[config.mk]
export PLATFORM = sky130hd
export DESIGN_NAME = message_chunk_segmenter_flat
export DESIGN_NICKNAME = d
export VERILOG_FILES = /design/src/sv/mcs_pkg.sv /design/src/sv/mcs_if.sv /design/src/sv/mcs_front.sv /design/src/sv/mcs_queue.sv /design/src/sv/mcs_back.sv /design/src/sv/message_chunk_segmenter.sv /design/src/flat_wrapper.sv
export SDC_FILE = /design/constraint.sdc
export NUM_CORES = 1
export LEC_CHECK = 0
export BUFFER_PORTS_ARGS = -buffer_cell sky130_fd_sc_hd__clkbuf_2
export CORE_ASPECT_RATIO = 1.4
export CORE_UTILIZATION = 35
export CTS_BUF_LIST = sky130_fd_sc_hd__clkbuf_16
export DETAILED_ROUTE_END_ITERATION = 8
export PLACE_DENSITY_LB_ADDON = 0.3
export RECOVER_POWER = 100
export SETUP_SLACK_MARGIN = 0.2
export SLEW_MARGIN = 20
export SYNTH_ARGS = -nofsm -noshare
export SYNTH_HDL_FRONTEND = slang
export SYNTH_SLANG_ARGS = --single-unit
export TNS_END_PERCENT = 20
[constraint.sdc]
create_clock -name clk -period 3.9 [get_ports clk]
set_input_delay 0.39 -clock clk [delete_from_list [all_inputs] [get_ports clk]]
set_output_delay 0.39 -clock clk [all_outputs]
set_load 0.01 [all_outputs]
[src/sv/mcs_pkg.sv]
// ----------------------------------------------------------------------------
// mcs_pkg
// shared types and constants of the message chunk segmenter
// ----------------------------------------------------------------------------
package mcs_pkg;

    // default sizing
    localparam int unsigned CHUNK_DATA_DEF = 19;
    localparam int unsigned MAX_MSG_DEF    = 255;

    // slot index width, covers the largest chunk size of 62 plus one
    localparam int unsigned POS_W = 6;

    // command queue depth
    localparam int unsigned QDEPTH = 2;

    // configuration register indexes
    localparam int unsigned CFG_IDX_W = 3;
    localparam logic [CFG_IDX_W-1:0] CFG_FLAGS_BASE   = 3'd0;
    localparam logic [CFG_IDX_W-1:0] CFG_START_MASK   = 3'd1;
    localparam logic [CFG_IDX_W-1:0] CFG_END_MASK     = 3'd2;
    localparam logic [CFG_IDX_W-1:0] CFG_ENCRYPT_MASK = 3'd3;
    localparam logic [CFG_IDX_W-1:0] CFG_PAD_BYTE     = 3'd4;

    // reset values of the configuration registers
    localparam logic [7:0] FLAGS_BASE_RST   = 8'd0;
    localparam logic [7:0] START_MASK_RST   = 8'd1;
    localparam logic [7:0] END_MASK_RST     = 8'd2;
    localparam logic [7:0] ENCRYPT_MASK_RST = 8'd4;
    localparam logic [7:0] PAD_BYTE_RST     = 8'd0;

    typedef struct packed {
        logic [7:0] flags_base;
        logic [7:0] start_mask;
        logic [7:0] end_mask;
        logic [7:0] encrypt_mask;
        logic [7:0] pad_byte;
    } cfg_t;

    // one classified input item, as handed from front to back
    typedef struct packed {
        logic             err;       // bad length, single error result
        logic             has_len;   // message start, length byte goes first
        logic [7:0]       len;
        logic [7:0]       data;
        logic [POS_W-1:0] pad_cnt;   // pad bytes after the data byte
        logic             has_flag;  // chunk closes after this item
        logic             first;     // closing chunk is the message's first
        logic             enc;
        logic             last;      // closing chunk is the message's last
    } cmd_t;

endpackage

[src/sv/mcs_if.sv]
// ----------------------------------------------------------------------------
// mcs_in_if / mcs_out_if
// valid/ready channels of the message chunk segmenter
// ----------------------------------------------------------------------------
interface mcs_in_if;
    logic       valid;
    logic       ready;
    logic [7:0] data_byte;
    logic [7:0] msg_len;
    logic       encrypted;

    modport source (output valid, output data_byte, output msg_len, output encrypted,
                    input ready);
    modport sink   (input valid, input data_byte, input msg_len, input encrypted,
                    output ready);
endinterface

interface mcs_out_if;
    logic       valid;
    logic       ready;
    logic [7:0] out_byte;
    logic       chunk_end;
    logic       msg_end;
    logic       length_error;
    logic       run_last;

    modport source (output valid, output out_byte, output chunk_end, output msg_end,
                    output length_error, output run_last, input ready);
    modport sink   (input valid, input out_byte, input chunk_end, input msg_end,
                    input length_error, input run_last, output ready);
endinterface

[src/sv/mcs_front.sv]
// ----------------------------------------------------------------------------
// mcs_front
// accepts message bytes, tracks message and chunk position, builds commands
// ----------------------------------------------------------------------------
module mcs_front #(
    parameter int unsigned CHUNK_DATA = mcs_pkg::CHUNK_DATA_DEF,
    parameter int unsigned MAX_MSG    = mcs_pkg::MAX_MSG_DEF
) (
    input  logic          clk,
    input  logic          rst_n,
    mcs_in_if.sink        msg,
    output mcs_pkg::cmd_t cmd,
    output logic          cmd_valid,
    input  logic          cmd_ready
);
    import mcs_pkg::*;

    localparam logic [POS_W-1:0] CD_P  = POS_W'(CHUNK_DATA);
    localparam logic [7:0]       MAX_P = 8'(MAX_MSG);

    logic [7:0]       bytes_left_reg, bytes_left_next;
    logic [POS_W-1:0] chunk_pos_reg, chunk_pos_next;
    logic             first_chunk_reg, first_chunk_next;
    logic             enc_latched_reg, enc_latched_next;

    logic             idle, bad, last, closes, fc, enc, take;
    logic [POS_W-1:0] pos0, pos1, pads;
    logic [7:0]       bl;

    always_comb
    begin
        idle   = (bytes_left_reg == 8'd0);
        bad    = idle && ((msg.msg_len == 8'd0) || (msg.msg_len > MAX_P));
        pos0   = idle ? POS_W'(1) : chunk_pos_reg;
        bl     = idle ? msg.msg_len : bytes_left_reg;
        pos1   = pos0 + POS_W'(1);
        last   = (bl == 8'd1);
        pads   = (last && (pos1 < CD_P)) ? (CD_P - pos1) : '0;
        closes = last || (pos1 >= CD_P);
        fc     = idle ? 1'b1 : first_chunk_reg;
        enc    = idle ? msg.encrypted : enc_latched_reg;
        take   = msg.valid && cmd_ready;

        bytes_left_next  = bytes_left_reg;
        chunk_pos_next   = chunk_pos_reg;
        first_chunk_next = first_chunk_reg;
        enc_latched_next = enc_latched_reg;
        if (take && !bad)
        begin
            bytes_left_next  = bl - 8'd1;
            chunk_pos_next   = closes ? '0 : pos1;
            first_chunk_next = closes ? last : fc;
            enc_latched_next = enc;
        end

        cmd.err      = bad;
        cmd.has_len  = idle;
        cmd.len      = msg.msg_len;
        cmd.data     = msg.data_byte;
        cmd.pad_cnt  = pads;
        cmd.has_flag = closes;
        cmd.first    = fc;
        cmd.enc      = enc;
        cmd.last     = last;
    end

    assign cmd_valid = msg.valid;
    assign msg.ready = cmd_ready;

    always_ff @(posedge clk or negedge rst_n)
    begin
        if (!rst_n)
        begin
            bytes_left_reg  <= '0;
            chunk_pos_reg   <= '0;
            first_chunk_reg <= 1'b1;
            enc_latched_reg <= 1'b0;
        end
        else
        begin
            bytes_left_reg  <= bytes_left_next;
            chunk_pos_reg   <= chunk_pos_next;
            first_chunk_reg <= first_chunk_next;
            enc_latched_reg <= enc_latched_next;
        end
    end

endmodule

[src/sv/mcs_queue.sv]
// ----------------------------------------------------------------------------
// mcs_queue
// short command queue between front and back
// ----------------------------------------------------------------------------
module mcs_queue (
    input  logic          clk,
    input  logic          rst_n,
    input  mcs_pkg::cmd_t wr_cmd,
    input  logic          wr_valid,
    output logic          wr_ready,
    output mcs_pkg::cmd_t rd_cmd,
    output logic          rd_valid,
    input  logic          rd_ready
);
    import mcs_pkg::*;

    localparam int unsigned PTR_W = (QDEPTH > 1) ? $clog2(QDEPTH) : 1;
    localparam int unsigned CNT_W = $clog2(QDEPTH + 1);
    localparam logic [PTR_W-1:0] PTR_LAST = PTR_W'(QDEPTH - 1);
    localparam logic [CNT_W-1:0] CNT_FULL = CNT_W'(QDEPTH);

    cmd_t             entry_reg [QDEPTH];
    logic [PTR_W-1:0] wr_ptr_reg, rd_ptr_reg;
    logic [CNT_W-1:0] count_reg;
    logic             push, pop;

    assign wr_ready = (count_reg != CNT_FULL);
    assign rd_valid = (count_reg != '0);
    assign rd_cmd   = entry_reg[rd_ptr_reg];
    assign push     = wr_valid && wr_ready;
    assign pop      = rd_valid && rd_ready;

    always_ff @(posedge clk)
    begin
        if (push)
        begin
            entry_reg[wr_ptr_reg] <= wr_cmd;
        end
    end

    always_ff @(posedge clk or negedge rst_n)
    begin
        if (!rst_n)
        begin
            wr_ptr_reg <= '0;
            rd_ptr_reg <= '0;
            count_reg  <= '0;
        end
        else
        begin
            if (push)
            begin
                wr_ptr_reg <= (wr_ptr_reg == PTR_LAST) ? '0 : wr_ptr_reg + PTR_W'(1);
            end
            if (pop)
            begin
                rd_ptr_reg <= (rd_ptr_reg == PTR_LAST) ? '0 : rd_ptr_reg + PTR_W'(1);
            end
            if (push && !pop)
            begin
                count_reg <= count_reg + CNT_W'(1);
            end
            else if (pop && !push)
            begin
                count_reg <= count_reg - CNT_W'(1);
            end
        end
    end

endmodule

[src/sv/mcs_back.sv]
// ----------------------------------------------------------------------------
// mcs_back
// expands commands to len/data/pad/flag/error bytes, one per unstalled cycle
// ----------------------------------------------------------------------------
module mcs_back (
    input  logic          clk,
    input  logic          rst_n,
    input  mcs_pkg::cfg_t cfg,
    input  mcs_pkg::cmd_t cmd,
    input  logic          cmd_valid,
    output logic          cmd_pop,
    mcs_out_if.source     chunks
);
    import mcs_pkg::*;

    typedef enum logic [1:0] {
        ST_START,
        ST_DATA,
        ST_PAD,
        ST_FLAG
    } phase_t;

    phase_t           phase_reg, phase_next;
    logic [POS_W-1:0] pad_cnt_reg, pad_cnt_next;

    logic       out_valid_reg;
    logic [7:0] out_byte_reg;
    logic       chunk_end_reg, msg_end_reg, length_error_reg, run_last_reg;

    logic       load, emit;
    logic [7:0] nb, flag_val;
    logic       nce, nme, nle, nrl;

    assign load = !out_valid_reg || chunks.ready;
    assign emit = cmd_valid && load;

    always_comb
    begin
        flag_val = cfg.flags_base
                 | (cmd.enc   ? cfg.encrypt_mask : 8'd0)
                 | (cmd.first ? cfg.start_mask   : 8'd0)
                 | (cmd.last  ? cfg.end_mask     : 8'd0);

        phase_next   = phase_reg;
        pad_cnt_next = pad_cnt_reg;
        nb  = '0;
        nce = 1'b0;
        nme = 1'b0;
        nle = 1'b0;
        nrl = 1'b0;

        unique case (phase_reg)
            ST_START,
            ST_DATA:
            begin
                if (phase_reg == ST_START && cmd.err)
                begin
                    nle = 1'b1;
                    nrl = 1'b1;
                end
                else if (phase_reg == ST_START && cmd.has_len)
                begin
                    nb         = cmd.len;
                    phase_next = ST_DATA;
                end
                else
                begin
                    nb = cmd.data;
                    if (cmd.pad_cnt != '0)
                    begin
                        phase_next   = ST_PAD;
                        pad_cnt_next = cmd.pad_cnt;
                    end
                    else if (cmd.has_flag)
                    begin
                        phase_next = ST_FLAG;
                    end
                    else
                    begin
                        phase_next = ST_START;
                        nrl        = 1'b1;
                    end
                end
            end
            ST_PAD:
            begin
                nb           = cfg.pad_byte;
                pad_cnt_next = pad_cnt_reg - POS_W'(1);
                if (pad_cnt_reg == POS_W'(1))
                begin
                    phase_next = cmd.has_flag ? ST_FLAG : ST_START;
                    nrl        = !cmd.has_flag;
                end
            end
            ST_FLAG:
            begin
                nb         = flag_val;
                nce        = 1'b1;
                nme        = cmd.last;
                nrl        = 1'b1;
                phase_next = ST_START;
            end
            default:
            begin
                phase_next = ST_START;
            end
        endcase
    end

    assign cmd_pop = emit && nrl;

    always_ff @(posedge clk or negedge rst_n)
    begin
        if (!rst_n)
        begin
            phase_reg     <= ST_START;
            pad_cnt_reg   <= '0;
            out_valid_reg <= 1'b0;
        end
        else
        begin
            if (emit)
            begin
                phase_reg   <= phase_next;
                pad_cnt_reg <= pad_cnt_next;
            end
            if (load)
            begin
                out_valid_reg <= cmd_valid;
            end
        end
    end

    always_ff @(posedge clk)
    begin
        if (emit)
        begin
            out_byte_reg     <= nb;
            chunk_end_reg    <= nce;
            msg_end_reg      <= nme;
            length_error_reg <= nle;
            run_last_reg     <= nrl;
        end
    end

    assign chunks.valid        = out_valid_reg;
    assign chunks.out_byte     = out_byte_reg;
    assign chunks.chunk_end    = chunk_end_reg;
    assign chunks.msg_end      = msg_end_reg;
    assign chunks.length_error = length_error_reg;
    assign chunks.run_last     = run_last_reg;

endmodule

[src/sv/message_chunk_segmenter.sv]
// ----------------------------------------------------------------------------
// message_chunk_segmenter
// cuts a byte-wise message into fixed-size chunks with length and flag bytes
// ----------------------------------------------------------------------------
// A message enters one data byte per transfer on msg; msg_len and encrypted
// count only on the first byte of a message. The chunk stream leaves on chunks,
// one byte per transfer, and run_last marks the last byte caused by an input
// transfer. Each chunk is CHUNK_DATA payload slots and one flag byte; the first
// chunk opens with the length byte, the last one is filled up with pad_byte.
// A length of zero or above MAX_MSG gives a single length_error transfer and
// the byte is dropped. The front accepts one input per cycle while the
// two-entry command queue has room; the back end writes one output byte per
// cycle into its output register unless stalled, so an input holds the back
// end for each byte it causes: its data byte, a length byte when it opens a
// message, pad bytes when it ends a message early in a chunk and a flag byte
// when it closes a chunk. With plain data bytes and no stall the block runs at
// one byte per cycle. An input passes the command queue and then the output
// register. The user writes configuration registers via cfg_we/cfg_index/
// cfg_data only with no message byte in flight; the block does not enforce it.
// ----------------------------------------------------------------------------
module message_chunk_segmenter #(
    parameter int unsigned CHUNK_DATA = mcs_pkg::CHUNK_DATA_DEF,
    parameter int unsigned MAX_MSG    = mcs_pkg::MAX_MSG_DEF
) (
    input  logic                           clk,
    input  logic                           rst_n,
    input  logic                           cfg_we,
    input  logic [mcs_pkg::CFG_IDX_W-1:0]  cfg_index,
    input  logic [7:0]                     cfg_data,
    mcs_in_if.sink                         msg,
    mcs_out_if.source                      chunks
);
    import mcs_pkg::*;

    // configuration registers
    cfg_t cfg_reg;

    // front to queue
    cmd_t front_cmd;
    logic front_valid;
    logic front_ready;

    // queue to back
    cmd_t head_cmd;
    logic head_valid;
    logic head_pop;

    // register writes; an index beyond the list is ignored
    always_ff @(posedge clk or negedge rst_n)
    begin
        if (!rst_n)
        begin
            cfg_reg.flags_base   <= FLAGS_BASE_RST;
            cfg_reg.start_mask   <= START_MASK_RST;
            cfg_reg.end_mask     <= END_MASK_RST;
            cfg_reg.encrypt_mask <= ENCRYPT_MASK_RST;
            cfg_reg.pad_byte     <= PAD_BYTE_RST;
        end
        else if (cfg_we)
        begin
            unique case (cfg_index)
                CFG_FLAGS_BASE:   cfg_reg.flags_base   <= cfg_data;
                CFG_START_MASK:   cfg_reg.start_mask   <= cfg_data;
                CFG_END_MASK:     cfg_reg.end_mask     <= cfg_data;
                CFG_ENCRYPT_MASK: cfg_reg.encrypt_mask <= cfg_data;
                CFG_PAD_BYTE:     cfg_reg.pad_byte     <= cfg_data;
                default:          ;
            endcase
        end
    end

    // classify each input transfer and keep message / chunk position
    mcs_front #(
        .CHUNK_DATA (CHUNK_DATA),
        .MAX_MSG    (MAX_MSG)
    ) u_front (
        .clk       (clk),
        .rst_n     (rst_n),
        .msg       (msg),
        .cmd       (front_cmd),
        .cmd_valid (front_valid),
        .cmd_ready (front_ready)
    );

    // decouples input acceptance from multi-byte expansion
    mcs_queue u_queue (
        .clk      (clk),
        .rst_n    (rst_n),
        .wr_cmd   (front_cmd),
        .wr_valid (front_valid),
        .wr_ready (front_ready),
        .rd_cmd   (head_cmd),
        .rd_valid (head_valid),
        .rd_ready (head_pop)
    );

    // byte sequencer with output register
    mcs_back u_back (
        .clk       (clk),
        .rst_n     (rst_n),
        .cfg       (cfg_reg),
        .cmd       (head_cmd),
        .cmd_valid (head_valid),
        .cmd_pop   (head_pop),
        .chunks    (chunks)
    );

endmodule

[src/flat_wrapper.sv]
// flat-port wrapper written by rule: the top's interface ports become plain ports
module message_chunk_segmenter_flat import mcs_pkg::*;
#(
    parameter int unsigned CHUNK_DATA = mcs_pkg::CHUNK_DATA_DEF,
    parameter int unsigned MAX_MSG    = mcs_pkg::MAX_MSG_DEF
)
  (clk, rst_n, cfg_we, cfg_index, cfg_data, msg_valid, msg_data_byte, msg_msg_len, msg_encrypted, msg_ready, chunks_valid, chunks_out_byte, chunks_chunk_end, chunks_msg_end, chunks_length_error, chunks_run_last, chunks_ready);
  mcs_in_if msg_i ();
  mcs_out_if chunks_i ();
  input  logic clk;
  input  logic rst_n;
  input  logic cfg_we;
  input  logic [mcs_pkg::CFG_IDX_W-1:0] cfg_index;
  input  logic [7:0] cfg_data;
  input wire logic [$bits(msg_i.valid)-1:0] msg_valid;
  input wire logic [$bits(msg_i.data_byte)-1:0] msg_data_byte;
  input wire logic [$bits(msg_i.msg_len)-1:0] msg_msg_len;
  input wire logic [$bits(msg_i.encrypted)-1:0] msg_encrypted;
  output wire logic [$bits(msg_i.ready)-1:0] msg_ready;
  output wire logic [$bits(chunks_i.valid)-1:0] chunks_valid;
  output wire logic [$bits(chunks_i.out_byte)-1:0] chunks_out_byte;
  output wire logic [$bits(chunks_i.chunk_end)-1:0] chunks_chunk_end;
  output wire logic [$bits(chunks_i.msg_end)-1:0] chunks_msg_end;
  output wire logic [$bits(chunks_i.length_error)-1:0] chunks_length_error;
  output wire logic [$bits(chunks_i.run_last)-1:0] chunks_run_last;
  input wire logic [$bits(chunks_i.ready)-1:0] chunks_ready;
  assign msg_i.valid = msg_valid;
  assign msg_i.data_byte = msg_data_byte;
  assign msg_i.msg_len = msg_msg_len;
  assign msg_i.encrypted = msg_encrypted;
  assign msg_ready = msg_i.ready;
  assign chunks_valid = chunks_i.valid;
  assign chunks_out_byte = chunks_i.out_byte;
  assign chunks_chunk_end = chunks_i.chunk_end;
  assign chunks_msg_end = chunks_i.msg_end;
  assign chunks_length_error = chunks_i.length_error;
  assign chunks_run_last = chunks_i.run_last;
  assign chunks_i.ready = chunks_ready;
  message_chunk_segmenter #(.CHUNK_DATA(CHUNK_DATA), .MAX_MSG(MAX_MSG)) u_core (.clk(clk), .rst_n(rst_n), .cfg_we(cfg_we), .cfg_index(cfg_index), .cfg_data(cfg_data), .msg(msg_i), .chunks(chunks_i));
endmodule
==> impl_metrics.env, run 1 <==
export IMPL_status="complete, but fails checks"
export IMPL_violations="capacitance limit, slew limit"
export IMPL_core_area_um2=17500
export IMPL_ioPinCount=47
export IMPL_largest_register_ffs=56
export IMPL_antenna_found_initial=0
export IMPL_postCtsResizedCells=0
export IMPL_synth_top_area_cell="edfxtp_1"
export IMPL_die_area_um2=18600
export IMPL_yosysWarnings=0
export IMPL_clkTransAtPathRegs_ps=60
export IMPL_multi_input_area_um2=2310
export IMPL_hold_depth=1
export IMPL_period_share_pct=82.6
export IMPL_numCtsBuffers=17
export IMPL_grt_pass1_wl_um=21800
export IMPL_stdcell_area_um2=7220
export IMPL_gp_congestion=0.839
export IMPL_p_per_area_nw_per_um2=751
export IMPL_wl_um=13400
export IMPL_drive_above_1_share_pct=21.1
export IMPL_end_kind="flop"
export IMPL_r2r_end="u_core.u_queue.entry_reg[0][8]"
export IMPL_vias=4074
export IMPL_ys_types=65
export IMPL_drt_antenna_violating_nets=0
export IMPL_whs_endpoint="u_core.u_queue.entry_reg[1][17]"
export IMPL_cts_tree="built"
export IMPL_finalSetupViolCount=0
export IMPL_yosysSeqAreaShare_pct=59.8
export IMPL_worst_slew_pin_slew_ps=1590
export IMPL_power_leakage_nw=2.81
export IMPL_maxSlewViolCount=89
export IMPL_grt_use_total_pct=15.6
export IMPL_fill_cells=1652
export IMPL_fin_skew_ps=7.39
export IMPL_r2r_slack_ps=680
export IMPL_cts_buffer_depth=2
export IMPL_synth_commonest_cells="edfxtp_1, dfrtp_1, mux2_2"
export IMPL_dpl_cell_area_um2=6770
export IMPL_synth_edff_count=68
export IMPL_start_util_pct=36.1
export IMPL_worstSkewPairLatency_ps=410
export IMPL_cp_start_kind="flop"
export IMPL_cp_required_ps=4140
export IMPL_netlist_area_um2=6310
export IMPL_grt_pass1_vias=4264
export IMPL_yosysTopAreaCellShare_pct=32.3
export IMPL_synth_seq_cells=137
export IMPL_worstPathArrival_ps=3460
export IMPL_min_period_ps=3220
export IMPL_final_nets=573
export IMPL_seq_area_um2=3770
export IMPL_synth_async_reset_ratio_pct=50.4
export IMPL_crit_fanout=11
export IMPL_r2r_start="u_core.u_front.bytes_left_reg[1]"
export IMPL_cts_sinks=137
export IMPL_synth_simple_area_share_pct=9.93
export IMPL_avgSynthCellArea_um2=13.2
export IMPL_dieHeight_um=161
export IMPL_yosysMostFrequentCell="edfxtp_1"
export IMPL_syn_num_nets=518
export IMPL_synth_top_family_by_area="multiplexers"
export IMPL_antennaDiodeCount=0
export IMPL_yosys_mux_area_fraction_pct=12.5
export IMPL_htree_levels=4
export IMPL_cap_violations=3
export IMPL_grt_max_degree=41
export IMPL_viasPerCell=5.21
export IMPL_grt_overflow_total=0
export IMPL_synth_compound_area_share_pct=12.1
export IMPL_die_x_um=116
export IMPL_area_delta_synth_final_pct=14.3
export IMPL_drtPass1Iterations=4
export IMPL_rr_worst_depth=11
export IMPL_synth_fa_ha_area_share_pct=1.39
export IMPL_rows=57
export IMPL_dp_hpwl_um=9270
export IMPL_drc_errors=0
export IMPL_hp_start="msg_data_byte[7]"
export IMPL_ir_drop_v=0.000434
export IMPL_rsz0062_at_grt="false"
export IMPL_drt_initial_drc_count=248
export IMPL_synthFlopType="edfxtp_1"
export IMPL_hold_viol=0
export IMPL_synth_area_top_cells="edfxtp_1, dfrtp_1, mux2_2, mux4_2, nand2_1"
export IMPL_critical_path_class="flop to flop"
export IMPL_root_buffer="clkbuf_16"
export IMPL_fmax_ghz=0.310
export IMPL_io_buffers=46
export IMPL_hold_class="input pin to flop"
export IMPL_avgRoutedWirePerCell_um=17.1
export IMPL_slew_limit_headroom_pct=-5.68
export IMPL_postSynthCellCount=478
export IMPL_synth_xor_xnor_area_share_pct=1.53
export IMPL_fin_setup_tns_ps=0
-- stage by stage --
stage                     hold slack [ps]  setup slack (ps)  utilization (%)  cells  total power [W]
after detailed placement              494              1000             38.8    748          0.00404
final                                 165               679             41.3    782          0.00542
after global placement                484              1060             38.8    748          0.00399
after floorplan                      94.4              1030                -    478          0.00356
after CTS                             141               983             41.8    780          0.00552
after global routing                  147               394             41.3    782          0.00576
-- worst max-delay path: stages (launching register included) --
cell and delay, ps:
dfrtp_1 410, nor3_1 430, nand3_1 130, clkbuf_1 270, nand2b_1 180, ha_1 310, xor2_1 230, ha_1 220
o21ai_0 140, a211oi_2 380, o21ai_2 150, nor2_1 190
-- how the worst max path moves through the flow --
stage | endpoint | depth (start not counted) | startpoint | slack [ps]
after floorplan | u_core.u_queue.entry_reg[0][9] | 14 | u_core.u_front.bytes_left_reg[4] | 1030
after global placement | u_core.u_queue.entry_reg[0][9] | 11 | u_core.u_front.bytes_left_reg[1] | 1060
after detailed placement | u_core.u_queue.entry_reg[1][9] | 11 | u_core.u_front.bytes_left_reg[1] | 1000
after CTS | u_core.u_queue.entry_reg[0][8] | 11 | u_core.u_front.bytes_left_reg[1] | 980
after global routing | u_core.u_front.chunk_pos_reg[0] | 11 | u_core.u_front.bytes_left_reg[1] | 390
final | u_core.u_queue.entry_reg[0][8] | 11 | u_core.u_front.bytes_left_reg[1] | 680
-- area by class of cell --
cell class / count / area share [%]
Clock buffer: 17 / 5.90
Tap cell: 236 / 4.09
Clock inverter: 15 / 1.56
Multi-Input combinational cell: 306 / 32.0
Timing Repair Buffer: 54 / 3.26
Inverter: 17 / 0.884
Sequential cell: 137 / 52.3
-- layout by cell type (no fill, tap or decap), drive strengths merged, types with 3 or more instances in the layout --
| cell | instances |
|---|---|
| nand2b | 7 |
| o21ai | 30 |
| xnor2 | 8 |
| nand3 | 9 |
| nor4b | 3 |
| nor4 | 8 |
| o22ai | 4 |
| a21o | 9 |
| ha | 7 |
| o211ai | 3 |
| mux2i | 8 |
| a21oi | 16 |
| a22oi | 10 |
| nor2 | 27 |
| xor2 | 3 |
| mux4 | 8 |
| and3 | 3 |
| dfstp | 4 |
| edfxtp | 68 |
| and2 | 3 |
| nor2b | 3 |
| clkinv | 9 |
| o31ai | 6 |
| dfrtp | 65 |
| nand2 | 38 |
| mux2 | 46 |
| inv | 21 |
| nor3 | 8 |
| clkbuf | 68 |
| a31oi | 13 |
| a32o | 3 |
-- per-layer routing --
metal | wire (um) | GRT usage [%] | part of all wire, %
met1 | 5900 | 19.4 | 44
met2 | 6810 | 25.6 | 51
met3 | 480 | 3.85 | 3.6
met4 | 194 | 6.55 | 1.4
met5 | 0 | 0 | 0
-- power by group --
| group | total [W] | switching [W] | internal (W) |
|---|---|---|---|
| clock | 0.00145 | 0.000587 | 0.000865 |
| sequential | 0.00234 | 0.000306 | 0.00204 |
| combinational | 0.00162 | 0.000942 | 0.000681 |
| total | 0.00542 | 0.00183 | 0.00358 |
-- what timing repair did --
action,4_1_cts,5_1_grt
hold endpoints to repair,0,14
hold buffers,0,1
setup buffers,0,0
-- kinds of logic after synthesis --
| group | Yosys count |
|---|---|
| buffers and inverters | 35 |
| AND/OR/NAND/NOR | 115 |
| multiplexers | 62 |
| AO/OA/AOI/OAI | 111 |
| XOR/XNOR | 11 |
| adder cells (fa/ha/maj) | 7 |
| flip-flops | 137 |
(Power assumes the default switching activity.)
==> inputs of run 2 (changes only) <==
==> constraint.sdc (replaced) <==
create_clock -name clk -period 2.7 [get_ports clk]
set_input_delay 0.27 -clock clk [delete_from_list [all_inputs] [get_ports clk]]
set_output_delay 0.27 -clock clk [all_outputs]
set_load 0.01 [all_outputs]
==> impl_metrics.env, run 2 (synthesized netlist as in run 1, its figures left out) <==
export IMPL_largest_register_ffs=56
export IMPL_root_buffer="clkbuf_16"
export IMPL_hold_viol=0
export IMPL_die_area_um2=18600
export IMPL_fmax_ghz=0.404
export IMPL_cts_tree="built"
export IMPL_core_area_um2=17500
export IMPL_fin_skew_ps=5.60
export IMPL_fin_ws_ps=225
export IMPL_numCtsBuffers=17
export IMPL_grt_max_degree=70
export IMPL_drive_above_1_share_pct=26.0
export IMPL_p_per_area_nw_per_um2=1100
export IMPL_worst_slew_pin_slew_ps=1840
export IMPL_status="complete, but fails checks"
export IMPL_cts_buffer_depth=2
export IMPL_start_util_pct=36.1
export IMPL_min_period_ps=2470
export IMPL_pre_cts_ws_ps=45.8
export IMPL_critical_path_top_delay_family="compound AO/OA/AOI/OAI gates"
export IMPL_grt_overflow_total=0
export IMPL_viasPerCell=5.17
export IMPL_antenna_found_initial=0
export IMPL_maxSlewViolCount=70
export IMPL_final_common_cell="edfxtp_1"
export IMPL_cp_required_ps=3030
export IMPL_place_inst=761
export IMPL_drt_initial_drc_count=299
export IMPL_wl_um=13800
export IMPL_mostFrequentLayoutCells="edfxtp_1, dfrtp_1, mux2_2, nand2_1, clkbuf_1"
export IMPL_ir_drop_v=0.000565
export IMPL_grt_pass1_wl_um=22400
export IMPL_grt_use_total_pct=16.1
export IMPL_clkTransAtPathRegs_ps=60
export IMPL_power_frac_comb_pct=32.4
export IMPL_fin_setup_tns_ps=0
export IMPL_final_nets=589
export IMPL_crit_chain="nor3_4, nand3_1, inv_2, nor2_2, ha_2, xor2_2, ha_2, o21ai_2, a211oi_4, o21ai_4, o31ai_1"
export IMPL_ioPinCount=47
export IMPL_power_internal_w=0.00544
export IMPL_cp_slowest_stage_delay_ps=410
export IMPL_vias=4126
export IMPL_worst_path_most_repeated_cell="ha_2"
export IMPL_seqPwrFrac_pct=40.3
export IMPL_power_leakage_nw=2.91
export IMPL_critical_path_class="flop to flop"
export IMPL_grt_pass1_vias=4146
export IMPL_violations="capacitance limit, slew limit"
export IMPL_clkPwrFrac_pct=27.4
export IMPL_dieHeight_um=161
export IMPL_slowest_stage="dfrtp_1"
export IMPL_drc_errors=0
export IMPL_finalSetupViolCount=0
export IMPL_htree_levels=4
export IMPL_gp_congestion=0.844
export IMPL_p_sw_share_pct=33.8
export IMPL_io_buffers=46
export IMPL_end_kind="flop"
export IMPL_rows=57
export IMPL_cts_hold_buf=0
export IMPL_crit_fanout=6
export IMPL_switchingPower_w=0.00278
export IMPL_stdcell_count=798
export IMPL_cp_num_buf_inv=1
export IMPL_period_share_pct=91.7
export IMPL_avgRoutedWirePerCell_um=17.3
export IMPL_rsz0062_at_grt="true"
export IMPL_drtPass1Iterations=4
export IMPL_area_delta_synth_final_pct=17.8
export IMPL_worstPathArrival_ps=2800
export IMPL_cap_violations=1
export IMPL_drt_antenna_violating_nets=0
export IMPL_antennaDiodeCount=0
export IMPL_dp_hpwl_um=9540
export IMPL_worstSkewPairLatency_ps=420
export IMPL_hold_class="input pin to flop"
export IMPL_slew_limit_headroom_pct=-22.6
export IMPL_die_x_um=116
export IMPL_cp_start_kind="flop"
export IMPL_cts_sinks=137
-- run 2: worst paths after layout --
kind	end	slack [ps]	cells after the start	start
setup reg to reg	u_core.u_front.chunk_pos_reg[0]	230	11	u_core.u_front.bytes_left_reg[3]
max in group asynchronous	u_core.cfg_reg[16]	1170	2	rst_n
hold / removal	u_core.u_queue.entry_reg[1][13]	40	1	msg_data_byte[3]
hold reg to reg	u_core.cfg_reg[1]	500	1	u_core.cfg_reg[1]
setup / recovery	u_core.u_front.chunk_pos_reg[0]	230	11	u_core.u_front.bytes_left_reg[3]
min in group asynchronous	u_core.u_front.bytes_left_reg[5]	400	2	rst_n
-- run 2: per-layer routing --
layer,track usage [%],share of wire [%]
met2,26.0,51
met1,20.8,43
met5,0,0
met4,6.08,1.7
met3,3.62,4.2
-- run 2: through the flow --
stage | instance area, um^2 | total power (W) | util, % | hold WS [ps]
after floorplan | 6350 | 0.00519 | - | -25.6
after global placement | 6890 | 0.00592 | 39.4 | 462
after detailed placement | 6890 | 0.00600 | 39.4 | 466
after CTS | 7510 | 0.00833 | 43.0 | 22.9
after global routing | 7430 | 0.00872 | 42.5 | 26.4
final | 7430 | 0.00821 | 42.5 | 42.1
-- run 2: cell type report --
class	instances	area, um^2
well taps	236	295
clock buffers	17	425
flip-flops and latches	137	3770
clock inverters	15	149
inverters	17	63.8
fillers	1650	10000
repair buffers	70	348
multi-input cells	306	2380
-- run 2: power groups by stage --
stage | Clock [W] | Combinational (W) | Sequential, W
5_1_grt | 0.00238 | 0.00295 | 0.00339
4_1_cts | 0.00231 | 0.00272 | 0.00330
3_3_place_gp | 0 | 0.00262 | 0.00330
2_1_floorplan | 0 | 0.00191 | 0.00328
6_report | 0.00225 | 0.00266 | 0.00331
3_5_place_dp | 0 | 0.00267 | 0.00333
-- run 2: what timing repair did --
item                                    4_1_cts  5_1_grt
endpoints found under the hold margin         0        0
pin swaps                                     4        8
resized for setup                             4        3
setup buffers                                 3        2
endpoints found under the setup margin       17       18
==> inputs of run 3 (changes only) <==
--- a/config.mk
+++ b/config.mk
@@ -13,6 +13,7 @@
 export PLACE_DENSITY_LB_ADDON = 0.3
 export RECOVER_POWER = 100
 export SETUP_SLACK_MARGIN = 0.2
+export SKIP_CTS_REPAIR_TIMING = 1
 export SLEW_MARGIN = 20
 export SYNTH_ARGS = -nofsm -noshare
 export SYNTH_HDL_FRONTEND = slang
==> constraint.sdc (replaced) <==
create_clock -name clk -period 2.7 [get_ports clk]
set_input_delay 0.135 -clock clk [delete_from_list [all_inputs] [get_ports clk]]
set_output_delay 0.135 -clock clk [all_outputs]
set_load 0.01 [all_outputs]
==> impl_metrics.env, run 3 (synthesized netlist as in run 1, its figures left out) <==
export IMPL_root_buffer="clkbuf_16"
export IMPL_rr_worst_depth=11
export IMPL_numCtsBuffers=17
export IMPL_r2r_end="u_core.u_front.chunk_pos_reg[0]"
export IMPL_r2r_slack_ps=220
export IMPL_cts_buffer_depth=2
export IMPL_antenna_found_initial=0
export IMPL_cp_start_kind="flop"
export IMPL_grt_pass1_vias=4320
export IMPL_avgRoutedWirePerCell_um=17.4
export IMPL_fin_skew_ps=6.18
export IMPL_area_delta_synth_final_pct=19.2
export IMPL_grt_overflow_total=0
export IMPL_fin_ws_ps=219
export IMPL_status="complete, but fails checks"
export IMPL_ioPinCount=47
export IMPL_grt_pass1_wl_um=22500
export IMPL_p_per_area_nw_per_um2=1080
export IMPL_crit_start="u_core.u_front.bytes_left_reg[3]"
export IMPL_fin_setup_tns_ps=0
export IMPL_fmax_ghz=0.403
export IMPL_power_internal_w=0.00537
export IMPL_period_share_pct=91.9
export IMPL_fill_cells=1630
export IMPL_dp_hpwl_um=9640
export IMPL_worstPathArrival_ps=2800
export IMPL_die_x_um=116
export IMPL_hold_class="input pin to flop"
export IMPL_crit_fanout=6
export IMPL_die_area_um2=18600
export IMPL_gp_congestion=0.844
export IMPL_p_sw_share_pct=34.3
export IMPL_drtPass1Iterations=5
export IMPL_antennaDiodeCount=0
export IMPL_dieHeight_um=161
export IMPL_drt_antenna_violating_nets=0
export IMPL_slew_limit_headroom_pct=-23.6
export IMPL_power_frac_comb_pct=33.4
export IMPL_final_common_cell="edfxtp_1"
export IMPL_cap_violations=1
export IMPL_largest_register_ffs=56
export IMPL_final_nets=600
export IMPL_cts_sinks=137
export IMPL_viasPerCell=5.20
export IMPL_clkTransAtPathRegs_ps=60
export IMPL_drive_above_1_share_pct=25.5
export IMPL_switchingPower_w=0.00280
export IMPL_end_kind="flop"
export IMPL_drc_errors=0
export IMPL_whs_endpoint="u_core.cfg_reg[32]"
export IMPL_stdcell_area_um2=7530
export IMPL_hold_depth=2
export IMPL_violations="capacitance limit, slew limit"
export IMPL_cts_tree="built"
export IMPL_dpl_cell_area_um2=6880
export IMPL_clkPwrFrac_pct=25.9
export IMPL_r2r_start="u_core.u_front.bytes_left_reg[3]"
export IMPL_mostFrequentLayoutCells="edfxtp_1, dfrtp_1, mux2_2, nand2_1, clkbuf_1"
export IMPL_power_leakage_nw=2.96
export IMPL_grt_max_degree=70
export IMPL_hp_start="cfg_data[0]"
export IMPL_finalSetupViolCount=0
export IMPL_wl_um=14100
export IMPL_multi_input_area_um2=2390
export IMPL_htree_levels=4
export IMPL_vias=4209
export IMPL_pre_cts_ws_ps=48.2
export IMPL_core_area_um2=17500
export IMPL_worst_slew_pin_slew_ps=1850
export IMPL_min_period_ps=2480
export IMPL_seqPwrFrac_pct=40.7
export IMPL_grt_use_total_pct=16.1
export IMPL_maxSlewViolCount=70
export IMPL_rsz0062_at_grt="true"
export IMPL_hold_viol=0
export IMPL_ir_drop_v=0.000538
export IMPL_critical_path_class="flop to flop"
export IMPL_io_buffers=46
export IMPL_seq_area_um2=3780
export IMPL_start_util_pct=36.1
export IMPL_cp_required_ps=3020
export IMPL_rows=57
export IMPL_worstSkewPairLatency_ps=420
export IMPL_drt_initial_drc_count=276
[run 3: worst max path at each step]
stage	slack, ps	cells after the start	to
finish	220	11	u_core.u_front.chunk_pos_reg[0]
global route	70	11	u_core.u_front.chunk_pos_reg[3]
CTS	40	10	u_core.u_queue.entry_reg[0][9]
detailed placement	50	10	u_core.u_queue.entry_reg[0][9]
global placement	110	10	u_core.u_queue.entry_reg[0][9]
floorplan	80	14	u_core.u_queue.entry_reg[0][9]
[run 3: stage by stage]
| stage | utilization [%] | std cells | power (W) | hold WS (ps) |
|---|---|---|---|---|
| 6_report | 43.1 | 809 | 0.00817 | 17.1 |
| 5_1_grt | 43.1 | 809 | 0.00864 | 18.8 |
| 4_1_cts | 42.5 | 792 | 0.00814 | -108 |
| 3_5_place_dp | 39.4 | 760 | 0.00601 | 331 |
| 3_3_place_gp | 39.4 | 760 | 0.00592 | 327 |
| 2_1_floorplan | - | 478 | 0.00519 | -161 |
[run 3: area by class of cell]
type / count / area share [%]
repair buffers: 81 / 6.13
flip-flops and latches: 137 / 50.2
multi-input cells: 306 / 31.8
clock buffers: 17 / 5.65
clock inverters: 15 / 1.46
well taps: 236 / 3.92
inverters: 17 / 0.848
[run 3: worst max-delay path, stage by stage (launching register included)]
cell and delay (ps):
dfrtp_1 410, nor3_4 260, nand3_4 140, inv_1 110
nor2_2 60, ha_4 170, xor2_2 160, ha_2 210
o21ai_2 70, a211oi_2 370, o21ai_2 180, o31ai_1 240
[run 3: per-layer routing]
metal	up-vias	GRT usage, %	share of wire, %
li1	1959	-	-
met1	2136	19.7	43
met2	100	27.0	52
met3	14	3.92	3.7
met4	0	6.20	1.5
met5	-	0	0
[run 3: power groups by stage]
stage / clock network [W] / logic, W / registers, W
6_report: 0.00212 / 0.00272 / 0.00333
5_1_grt: 0.00225 / 0.00299 / 0.00339
4_1_cts: 0.00215 / 0.00269 / 0.00330
3_5_place_dp: 0 / 0.00267 / 0.00333
3_3_place_gp: 0 / 0.00262 / 0.00330
2_1_floorplan: 0 / 0.00191 / 0.00328
